==> src/design/dhtc_pkg.sv <==
// Shared types and constants for the drying-oven heat timer controller.
// Used by the top level and by the restoring divider.
`default_nettype none
package dhtc_pkg;

	localparam int unsigned DIV_W = 32;	// remainder and aligned divisor width
	localparam int unsigned PCT_W = 7;	// percent quotient width
	localparam int unsigned QUO_W = PCT_W;	// widest quotient (percent done)
	localparam int unsigned CNT_W = 3;	// step counter, holds QUO_W

	localparam int unsigned MS_PER_SECOND = 1000;
	localparam int unsigned FULL_PERCENT  = 100;

	// ms to whole seconds: (ms * MS_RECIP) >> MS_RECIP_SHIFT, exact for 32-bit ms
	localparam int unsigned MS_RECIP       = 274877907;
	localparam int unsigned MS_RECIP_SHIFT = 38;

	typedef enum logic [1:0] {
		DRY_IDLE     = 2'd0,
		DRY_DRYING   = 2'd1,
		DRY_FINISHED = 2'd2,
		DRY_ERROR    = 2'd3
	} dryer_state_t;

	typedef enum logic [1:0] {
		MODE_UPDATE = 2'd0,
		MODE_START  = 2'd1,
		MODE_STOP   = 2'd2,
		MODE_NONE   = 2'd3
	} mode_t;

	typedef enum logic [2:0] {
		REG_TARGET_TEMP     = 3'd0,
		REG_HYSTERESIS_BAND = 3'd1,
		REG_HEATBED_LIMIT   = 3'd2,
		REG_CHAMBER_LIMIT   = 3'd3,
		REG_DRYING_SECONDS  = 3'd4
	} cfg_reg_t;

	// Divider request: divisor comes pre-aligned to the top quotient bit.
	typedef struct packed {
		logic             start;
		logic [DIV_W-1:0] dividend;
		logic [DIV_W-1:0] divisor;
		logic [CNT_W-1:0] steps;
	} div_req_t;

	typedef struct packed {
		logic busy;
		logic done;
	} div_stat_t;

endpackage
`default_nettype wire

==> src/design/dryer_heat_timer_controller_top.sv <==
// Drying-oven controller: safety checks, run timer and heater hysteresis.
// Start, stop, mode 3, and an update without a run or failing the safety checks go
// straight to the done step; an update ending the run goes through the reciprocal
// multiply and the check; an update during a run adds 7 divider steps for percent.
// Input resumes once the result is loaded; a stalled result holds back the next one.
// Reset (arst_n low, asynchronous) restores register defaults and idle state.
`default_nettype none
module dryer_heat_timer_controller_top (
	input  wire         clk,
	input  wire         arst_n,
	// in: now_ms[31:0], chamber_temp[43:32], heatbed_temp[55:44],
	//     chamber_sensor_ok[56], heatbed_sensor_ok[57], zero pad
	input  wire  [63:0] s_axis_tdata,
	// in: mode[1:0]
	input  wire  [1:0]  s_axis_tuser,
	input  wire         s_axis_tvalid,
	output logic        s_axis_tready,
	// out: dryer_state[1:0], heater_on[2], running[3], remaining_seconds[26:4],
	//      progress_percent[33:27], zero pad
	output logic [39:0] m_axis_tdata,
	output logic        m_axis_tvalid,
	input  wire         m_axis_tready,
	input  wire  [2:0]  cfg_index,
	input  wire  [22:0] cfg_data,
	input  wire         cfg_valid,
	output logic        cfg_ready
);
	import dhtc_pkg::*;

	typedef enum logic [4:0] {
		SEQ_IDLE  = 5'b00001,
		SEQ_SCALE = 5'b00010,
		SEQ_CHECK = 5'b00100,
		SEQ_DIV   = 5'b01000,
		SEQ_DONE  = 5'b10000
	} seq_t;

	seq_t         seq_q;
	logic [10:0]  target_q;
	logic [7:0]   band_q;
	logic [10:0]  hb_limit_q;
	logic [10:0]  ch_limit_q;
	logic [22:0]  drying_q;

	dryer_state_t mode_state_q;
	logic         run_q;
	logic         heater_q;
	logic [31:0]  start_ms_q;
	logic [22:0]  remaining_q;
	logic [6:0]   progress_q;
	logic [11:0]  ch_temp_q;
	logic [31:0]  delta_q;
	logic [22:0]  elapsed_q;
	logic         out_valid_q;
	logic [39:0]  out_data_q;

	div_req_t     div_req;
	div_stat_t    div_stat;
	logic [QUO_W-1:0] div_quo;

	logic         in_fire;
	logic         out_free;
	mode_t        in_mode;
	logic [31:0]  in_now;
	logic [11:0]  in_ch;
	logic [11:0]  in_hb;
	logic         unsafe;
	logic [31:0]  delta_ms;
	logic [60:0]  recip_prod;
	logic         time_up;
	logic [29:0]  scaled;
	logic         heat_low;
	logic         heat_high;

	assign s_axis_tready = (seq_q == SEQ_IDLE);
	assign cfg_ready     = 1'b1;
	assign in_fire       = s_axis_tvalid && s_axis_tready;
	assign out_free      = !out_valid_q || m_axis_tready;

	assign in_mode = mode_t'(s_axis_tuser);
	assign in_now  = s_axis_tdata[31:0];
	assign in_ch   = s_axis_tdata[43:32];
	assign in_hb   = s_axis_tdata[55:44];

	assign unsafe = !s_axis_tdata[56] || !s_axis_tdata[57]
		|| ($signed({in_hb[11], in_hb}) >= $signed({2'b00, hb_limit_q}))
		|| ($signed({in_ch[11], in_ch}) >= $signed({2'b00, ch_limit_q}));

	assign delta_ms   = in_now - start_ms_q;
	// whole seconds by reciprocal multiplication
	assign recip_prod = {29'd0, delta_q} * 61'(MS_RECIP);
	assign time_up    = (elapsed_q >= drying_q);
	// elapsed * 100 as shifts and adds
	assign scaled     = ({7'd0, elapsed_q} << 6) + ({7'd0, elapsed_q} << 5)
		+ ({7'd0, elapsed_q} << 2);

	assign heat_low  = $signed({ch_temp_q[11], ch_temp_q})
		<= ($signed({2'b00, target_q}) - $signed({5'd0, band_q}));
	assign heat_high = $signed({ch_temp_q[11], ch_temp_q})
		>= ($signed({2'b00, target_q}) + $signed({5'd0, band_q}));

	always_comb begin
		div_req.start    = (seq_q == SEQ_CHECK) && !time_up;
		div_req.dividend = DIV_W'(scaled);
		div_req.divisor  = DIV_W'({drying_q, {(PCT_W - 1){1'b0}}});
		div_req.steps    = CNT_W'(PCT_W);
	end

	dhtc_div u_div (
		.clk      (clk),
		.arst_n   (arst_n),
		.req      (div_req),
		.stat     (div_stat),
		.quotient (div_quo)
	);

	always_ff @(posedge clk or negedge arst_n) begin
		if (!arst_n) begin
			target_q   <= 11'd500;
			band_q     <= 8'd20;
			hb_limit_q <= 11'd1100;
			ch_limit_q <= 11'd800;
			drying_q   <= 23'd14400;
		end else if (cfg_valid && cfg_ready) begin
			case (cfg_index)
				REG_TARGET_TEMP:     target_q   <= cfg_data[10:0];
				REG_HYSTERESIS_BAND: band_q     <= cfg_data[7:0];
				REG_HEATBED_LIMIT:   hb_limit_q <= cfg_data[10:0];
				REG_CHAMBER_LIMIT:   ch_limit_q <= cfg_data[10:0];
				REG_DRYING_SECONDS:  drying_q   <= cfg_data;
				default: ;
			endcase
		end
	end

	always_ff @(posedge clk) begin
		if (in_fire) begin
			ch_temp_q <= in_ch;
			delta_q   <= delta_ms;
		end
		if (seq_q == SEQ_SCALE) begin
			elapsed_q <= recip_prod[MS_RECIP_SHIFT +: 23];
		end
		if (seq_q == SEQ_DONE && out_free) begin
			out_data_q <= {6'd0, progress_q, remaining_q, run_q, heater_q,
				mode_state_q};
		end
	end

	always_ff @(posedge clk or negedge arst_n) begin
		if (!arst_n) begin
			seq_q        <= SEQ_IDLE;
			mode_state_q <= DRY_IDLE;
			run_q        <= 1'b0;
			heater_q     <= 1'b0;
			start_ms_q   <= '0;
			remaining_q  <= '0;
			progress_q   <= '0;
			out_valid_q  <= 1'b0;
		end else begin
			// hold a result until taken, load the next one from the done step
			out_valid_q <= (seq_q == SEQ_DONE && out_free) || (out_valid_q && !m_axis_tready);
			case (seq_q)
				SEQ_IDLE: begin
					if (in_fire) begin
						case (in_mode)
							MODE_START: begin
								run_q        <= 1'b1;
								start_ms_q   <= in_now;
								remaining_q  <= drying_q;
								progress_q   <= '0;
								mode_state_q <= DRY_DRYING;
								seq_q        <= SEQ_DONE;
							end
							MODE_STOP: begin
								run_q        <= 1'b0;
								heater_q     <= 1'b0;
								mode_state_q <= DRY_IDLE;
								seq_q        <= SEQ_DONE;
							end
							MODE_UPDATE: begin
								if (unsafe) begin
									run_q        <= 1'b0;
									heater_q     <= 1'b0;
									mode_state_q <= DRY_ERROR;
									seq_q        <= SEQ_DONE;
								end else if (run_q) begin
									seq_q <= SEQ_SCALE;
								end else begin
									heater_q <= 1'b0;
									seq_q    <= SEQ_DONE;
								end
							end
							default: seq_q <= SEQ_DONE;
						endcase
					end
				end
				SEQ_SCALE: begin
					seq_q <= SEQ_CHECK;
				end
				SEQ_CHECK: begin
					if (time_up) begin
						remaining_q  <= '0;
						progress_q   <= PCT_W'(FULL_PERCENT);
						run_q        <= 1'b0;
						heater_q     <= 1'b0;
						mode_state_q <= DRY_FINISHED;
						seq_q        <= SEQ_DONE;
					end else begin
						remaining_q <= drying_q - elapsed_q;
						seq_q       <= SEQ_DIV;
					end
				end
				SEQ_DIV: begin
					if (div_stat.done) begin
						progress_q <= div_quo[PCT_W-1:0];
						// hysteresis: switch on below the band, off above it
						if (heat_low) begin
							heater_q <= 1'b1;
						end else if (heat_high) begin
							heater_q <= 1'b0;
						end
						seq_q <= SEQ_DONE;
					end
				end
				SEQ_DONE: begin
					if (out_free) begin
						seq_q <= SEQ_IDLE;
					end
				end
				default: seq_q <= SEQ_IDLE;
			endcase
		end
	end

	assign m_axis_tvalid = out_valid_q;
	assign m_axis_tdata  = out_data_q;

endmodule
`default_nettype wire

==> src/design/dhtc_div.sv <==
// Restoring divider, one quotient bit per cycle.
// Depends on dhtc_pkg for the request and status structs.
`default_nettype none
module dhtc_div (
	input  wire                         clk,
	input  wire                         arst_n,
	input  dhtc_pkg::div_req_t          req,
	output dhtc_pkg::div_stat_t         stat,
	output logic [dhtc_pkg::QUO_W-1:0]  quotient
);
	import dhtc_pkg::*;

	logic [DIV_W-1:0] rem_q;
	logic [DIV_W-1:0] dsh_q;
	logic [QUO_W-1:0] quo_q;
	logic [CNT_W-1:0] cnt_q;
	logic             busy_q;
	logic             done_q;
	logic             ge;

	assign ge = (rem_q >= dsh_q);

	always_ff @(posedge clk or negedge arst_n) begin
		if (!arst_n) begin
			busy_q <= 1'b0;
			done_q <= 1'b0;
			cnt_q  <= '0;
		end else if (req.start) begin
			busy_q <= 1'b1;
			done_q <= 1'b0;
			cnt_q  <= req.steps;
		end else if (busy_q) begin
			cnt_q <= cnt_q - CNT_W'(1);
			if (cnt_q == CNT_W'(1)) begin
				busy_q <= 1'b0;
				done_q <= 1'b1;
			end
		end else begin
			done_q <= 1'b0;
		end
	end

	always_ff @(posedge clk) begin
		if (req.start) begin
			rem_q <= req.dividend;
			dsh_q <= req.divisor;
			quo_q <= '0;
		end else if (busy_q) begin
			// subtract where it fits, shift the divisor down a place
			if (ge) begin
				rem_q <= rem_q - dsh_q;
			end
			quo_q <= {quo_q[QUO_W-2:0], ge};
			dsh_q <= {1'b0, dsh_q[DIV_W-1:1]};
		end
	end

	assign stat.busy = busy_q;
	assign stat.done = done_q;
	assign quotient  = quo_q;

endmodule
`default_nettype wire
==> config.mk <==
export PLATFORM = sky130hd
export DESIGN_NAME = dryer_heat_timer_controller_top
export DESIGN_NICKNAME = d
export VERILOG_FILES = /design/src/design/dhtc_pkg.sv /design/src/design/dryer_heat_timer_controller_top.sv /design/src/design/dhtc_div.sv
export SDC_FILE = /design/constraint.sdc
export NUM_CORES = 2
export LEC_CHECK = 0
export BUFFER_PORTS_ARGS = -buffer_cell sky130_fd_sc_hd__buf_4
export CAP_MARGIN = 10
export CELL_PAD_IN_SITES_DETAIL_PLACEMENT = 0
export CELL_PAD_IN_SITES_GLOBAL_PLACEMENT = 1
export CORE_MARGIN = 5
export CORE_UTILIZATION = 51
export DETAILED_ROUTE_END_ITERATION = 16
export GPL_TIMING_DRIVEN = 0
export PLACE_DENSITY_LB_ADDON = 0.25
export SETUP_SLACK_MARGIN = 0.15
export SYNTH_ARGS = -nofsm -noshare
export SYNTH_HDL_FRONTEND = slang
export SYNTH_HIERARCHICAL = 1
export SYNTH_SLANG_ARGS = --single-unit
==> constraint.sdc <==
create_clock -name clk -period 9.4 [get_ports clk]
set_clock_uncertainty 0.15 [all_clocks]
set_input_delay 1.41 -clock clk [delete_from_list [all_inputs] [get_ports clk]]
set_output_delay 1.41 -clock clk [all_outputs]
set_load 0.05 [all_outputs]
[Yosys cells after proc, flatten, opt, wreduce, memory -nomap -nowiden]
Cells that the tools add are included.
Word-level totals
  RAM bits: 0
  logic and storage cells: 144
  latch bits: 0
  ROM bits: 0
  bits in registers: 310
  input port bits: 97
  memories kept: 0
  output and inout bits: 43
Cells by class
  $mul: 1
  eq/ne operators: 23
  divide/modulo/power cells: 0
  multiplexer cells: 48
  add/subtract/negate cells: 8
  shift operators: 0
  reductions and logical operators: 33
  $lt $le $gt $ge: 6
  bitwise logic cells: 0
Operator list (number)
  two-way mux 30 bit: 3
  two-way mux 23 bit: 3
  multiplier 32 x 29 -> 61 bit (second input constant): 1
  two-way mux 29 bit: 2
  case mux 23 bit (2 select lines): 1
  two-way mux 5 bit: 7
  greater-or-equal comparator 32 x 29 -> 1 bit: 1
  subtractor 32 x 29 -> 32 bit: 1
  subtractor 32 bit: 1
  adder 29 x 28 -> 30 bit: 1
  adder 30 x 25 -> 30 bit: 1
  two-way mux 7 bit: 4
  case mux 5 bit (5 select lines): 1
  greater-or-equal comparator 12 bit: 2
  greater-or-equal comparator 23 bit: 1
  subtractor 23 bit: 1
  case mux 7 bit (3 select lines): 1
  two-way mux 1 bit: 15
  AND reduction 2 bit: 7
  greater-or-equal comparator 12 x 13 -> 1 bit: 1
  adder 11 x 8 -> 12 bit: 1
  less-or-equal comparator 12 bit: 1
  subtractor 11 x 8 -> 12 bit: 1
  AND reduction 5 bit: 2
  32 further kinds: 59

[Longest topological paths before layout]
  word-level depth: 8
  gate-level depth with buffers: 24
  mapped depth without buffers: 24

[By module]
The synthesis kept the hierarchy.
Modules (own cells, without submodules)
  dryer_heat_timer_controller_top: cells each 2791, area an instance 28886.5 um^2, times used 1, seq. area each 6461.2 um^2
  dhtc_div: cells each 610, area an instance 5320.1 um^2, times used 1, seq. area each 2187.1 um^2

[Least setup slack after synthesis]
No wires, ideal clock.
  path kind: reg-to-reg
  start: register delta_q[4]
  end: register elapsed_q[7] (data pin)
  buffers on the path: 0
  path slack: 2.384 ns
  clock period less this slack: 7.016 ns
  arrival: 6.604 ns
  stages on the path, launching flop included: 25
  data required time: 8.988 ns
  cells stage by stage: edfxtp_1 > ha_1 > fa_1 > fa_1 > inv_1 > fa_1 > inv_1 > fa_1 > inv_1 > fa_1 > inv_1 > fa_1 > inv_1 > fa_1 > inv_1 > ha_1 > a21o_1 > a21o_1 > a221oi_1 > a211oi_1 > a211oi_1 > o21bai_1 > a21oi_1 > o21bai_1 > xor2_1
On the way
  cells in the longest elaborated chain, start to end: 1
Ends and longest elaborated chain
  from (decl): RTL line dryer_heat_timer_controller_top.sv:52  | logic [31:0] delta_q;
  from (signal assigned): RTL line dryer_heat_timer_controller_top.sv:139  | delta_q <= delta_ms;
  multiplier 32 x 29 -> 61 bit: RTL line dryer_heat_timer_controller_top.sv:91  | assign recip_prod = {29'd0, delta_q} * 61'(MS_RECIP);
  net recip_prod[45]: RTL line dryer_heat_timer_controller_top.sv:69  | logic [60:0] recip_prod;
  to (signal assigned): RTL line dryer_heat_timer_controller_top.sv:142  | elapsed_q <= recip_prod[MS_RECIP_SHIFT +: 23];
  to (decl): RTL line dryer_heat_timer_controller_top.sv:53  | logic [22:0] elapsed_q;
The timed path passes the listed nets, and every way through them passes these cells.
A chain may end at the register's enable or synchronous reset.

[Worst setup path after layout]
  start: register delta_q[8]
  end: register elapsed_q[22] (data pin)
The elaborated chain is that of the path after synthesis.

==> metrics.log <==
[metrics] final setup violation count: 0
[metrics] number of cells in the finished layout apart from fillers: 4495
[metrics] hold_ws: 298.7 ps
[metrics] clock root buffer master: sky130_fd_sc_hd__clkbuf_16
[metrics] H-tree depth reported by CTS: 2
[metrics] post-DR wirelength/cell: 19.44 um
[metrics] Critical Path Start Type: flop
[metrics] floorplan die width: 269.0 um
[metrics] ratio of final minimum period to clock period: 0.9112
[metrics] clock transition at the registers of the reported paths: 60 ps
[metrics] total negative slack for setup checks: 0 ps
[metrics] pin count of the biggest net entering global routing: 85
[metrics] vias per std cell: 5.497
[metrics] clock sink count: 313
[metrics] kind of capture point of the worst setup path: flop
[metrics] CTS tree: done
[metrics] total iterations of the first detailed-routing run: 5
[metrics] required time at the endpoint of the critical path: 9570 ps
[metrics] wire length reported by the detailed router: 87.38 mm
[metrics] worst min path class: flop to flop
[metrics] ratio of cells with drive above 1 in the final layout: 0.09718
[metrics] Starting DRT DRC Count: 1237
[metrics] worst relative slew slack: 0.1815
[metrics] starting density of the core: 0.5119
[metrics] IO Count: 140
[metrics] number of rows in the core area: 95
[metrics] arrival time worst endpoint: 8740 ps
[metrics] status: completed
[metrics] number of I/O port buffers: 126
[metrics] setup repair after global routing missed its margin: no
[metrics] number of antenna cells inserted: 0
[metrics] post-cts gate resize count: 0
[metrics] number of buffers inserted during clock tree synthesis: 38
[metrics] transition time at the pin with the least slew margin: 1211 ps
[metrics] weighted congestion reported at the end of routability-driven placement: 0.9179
[metrics] number of instances in the synthesized netlist: 3400
[metrics] maximum achievable frequency: 116.7 MHz
[metrics] total global-route track usage: 0.2443
[metrics] Slew Viols, Final: 0
[metrics] Post-CTS Repair Setup Buffers: 0
[metrics] Ys Warns: 6
[metrics] number of nets in the layout: 4579
[metrics] category of the most critical setup path: flop to flop
[metrics] number of buffers inserted by hold repair at cts: 0
[metrics] total count of hold-check failures in the final report: 0
[metrics] Skew-Pair Late Insertion Delay: 560 ps
[metrics] Die Height: 269.0 um
[metrics] first-pass GRT wire length: 139.7 mm
[metrics] remaining global-route overflow: 0
[metrics] post-layout min period: 8566 ps
[metrics] number of antenna violations at the first check in global routing: 2
[metrics] residual antenna-violating net count after detailed routing: 0
[metrics] Syn Std Cell Area: 34200 um^2
[metrics] largest fanout on the critical path: 11
[metrics] number of global-route vias before repair: 26320
[metrics] post-synthesis average cell area: 10.06 um^2
[metrics] number of design rule violations left after detail routing: 0
[metrics] HPWL after detailed placement: 71.78 mm
[metrics] Cells after DPL: 4424
[metrics] max-cap viol count: 0
[metrics] Die ar.: 72340 um^2
[metrics] deepest clock path buffer count: 3
[metrics] vias after detailed routing: 24710
[metrics] layout-stage area growth over the synthesis result: 10.12%
[metrics] standard cell core area: 66800 um^2
==> area by class of cell <==
type,instances,area (um^2)
Timing Repair Buffer,131,1045
Clock buffer,49,1023
Clock inverter,21,206.4
Fill cell,5926,29140
Buffer,67,305.3
Tap cell,873,1092
Multi-Input combinational cell,2341,22710
Sequential cell,313,8648
Inverter,700,2628
==> flip-flops by register name, summed over array words and instances, names as in the netlist, 2 cells and up <==
| register | count |
|---|---|
| band_q | 8 |
| ch_limit_q | 11 |
| ch_temp_q | 12 |
| delta_q | 32 |
| drying_q | 23 |
| elapsed_q | 23 |
| hb_limit_q | 11 |
| m_axis_tdata | 34 |
| mode_state_q | 2 |
| progress_q | 7 |
| remaining_q | 23 |
| seq_q | 5 |
| start_ms_q | 32 |
| target_q | 11 |
| u_div/cnt_q | 3 |
| u_div/dsh_q | 32 |
| u_div/quotient | 7 |
| u_div/rem_q | 32 |
==> metrics by stage <==
step	utilization	worst slack [ps]	instance area [um^2]
after CTS	0.5634	742.1	37630
final	0.5638	834.3	37660
after global placement	0.5436	784.8	36320
after global routing	0.5638	471.4	37660
after detailed placement	0.5450	754.2	36400
after floorplan	-	2384	34280
==> worst max-delay path, stage by stage, from the launching register on <==
cell	delay, ps
sky130_fd_sc_hd__edfxtp_1	810
sky130_fd_sc_hd__ha_1	420
sky130_fd_sc_hd__fa_1	410
sky130_fd_sc_hd__fa_1	540
sky130_fd_sc_hd__inv_1	50
sky130_fd_sc_hd__fa_1	500
sky130_fd_sc_hd__inv_1	50
sky130_fd_sc_hd__fa_1	490
sky130_fd_sc_hd__inv_1	50
sky130_fd_sc_hd__fa_1	480
sky130_fd_sc_hd__inv_1	60
sky130_fd_sc_hd__fa_1	530
sky130_fd_sc_hd__inv_1	50
sky130_fd_sc_hd__fa_1	500
sky130_fd_sc_hd__inv_1	40
sky130_fd_sc_hd__ha_1	320
sky130_fd_sc_hd__a21o_1	190
sky130_fd_sc_hd__a21o_1	180
sky130_fd_sc_hd__a221oi_1	820
sky130_fd_sc_hd__a21oi_1	220
sky130_fd_sc_hd__o21ai_0	410
sky130_fd_sc_hd__a21oi_2	210
sky130_fd_sc_hd__o22ai_1	420
sky130_fd_sc_hd__o21ai_1	190
sky130_fd_sc_hd__a21o_1	210
==> cell usage in the layout, fill, tap and decap left out, types with 31 or more instances in the layout <==
cell type / instances
sky130_fd_sc_hd__xor2_1: 37
sky130_fd_sc_hd__o21a_1: 33
sky130_fd_sc_hd__fa_1: 323
sky130_fd_sc_hd__clkbuf_1: 47
sky130_fd_sc_hd__ha_1: 567
sky130_fd_sc_hd__buf_4: 134
sky130_fd_sc_hd__nand3_1: 56
sky130_fd_sc_hd__clkbuf_16: 39
sky130_fd_sc_hd__a21oi_1: 148
sky130_fd_sc_hd__o21ai_0: 173
sky130_fd_sc_hd__xnor2_1: 68
sky130_fd_sc_hd__mux2_2: 78
sky130_fd_sc_hd__nand2_1: 192
sky130_fd_sc_hd__a21o_1: 68
sky130_fd_sc_hd__mux2i_1: 34
sky130_fd_sc_hd__inv_1: 697
sky130_fd_sc_hd__nand4_1: 31
sky130_fd_sc_hd__nor2_1: 126
sky130_fd_sc_hd__dfrtp_1: 121
sky130_fd_sc_hd__edfxtp_1: 165
sky130_fd_sc_hd__nor3_1: 51
==> final timing paths <==
path | from | end | slack, ps | cells past startpoint
min in group asynchronous | arst_n | progress_q[1] | 690 | 1
hold / removal | progress_q[2] | m_axis_tdata[29] | 300 | 0
setup reg to reg | delta_q[8] | elapsed_q[22] | 830 | 24
hold reg to reg | progress_q[2] | m_axis_tdata[29] | 300 | 0
max in group asynchronous | arst_n | target_q[4] | 7520 | 2
setup / recovery | delta_q[8] | elapsed_q[22] | 830 | 24
==> per-layer routing <==
| layer | vias up | track usage | share of wire |
|---|---|---|---|
| met2 | 503 | 0.4301 | 0.50 |
| met1 | 12180 | 0.3160 | 0.43 |
| met3 | 151 | 0.02938 | 0.038 |
| met5 | - | 0 | 0 |
| met4 | 0 | 0.07781 | 0.036 |
| li1 | 11870 | - | - |
Power is left out: the tool's default activity adds up to more than one toggle a clock period on the data nets, which glitch-free logic cannot reach.
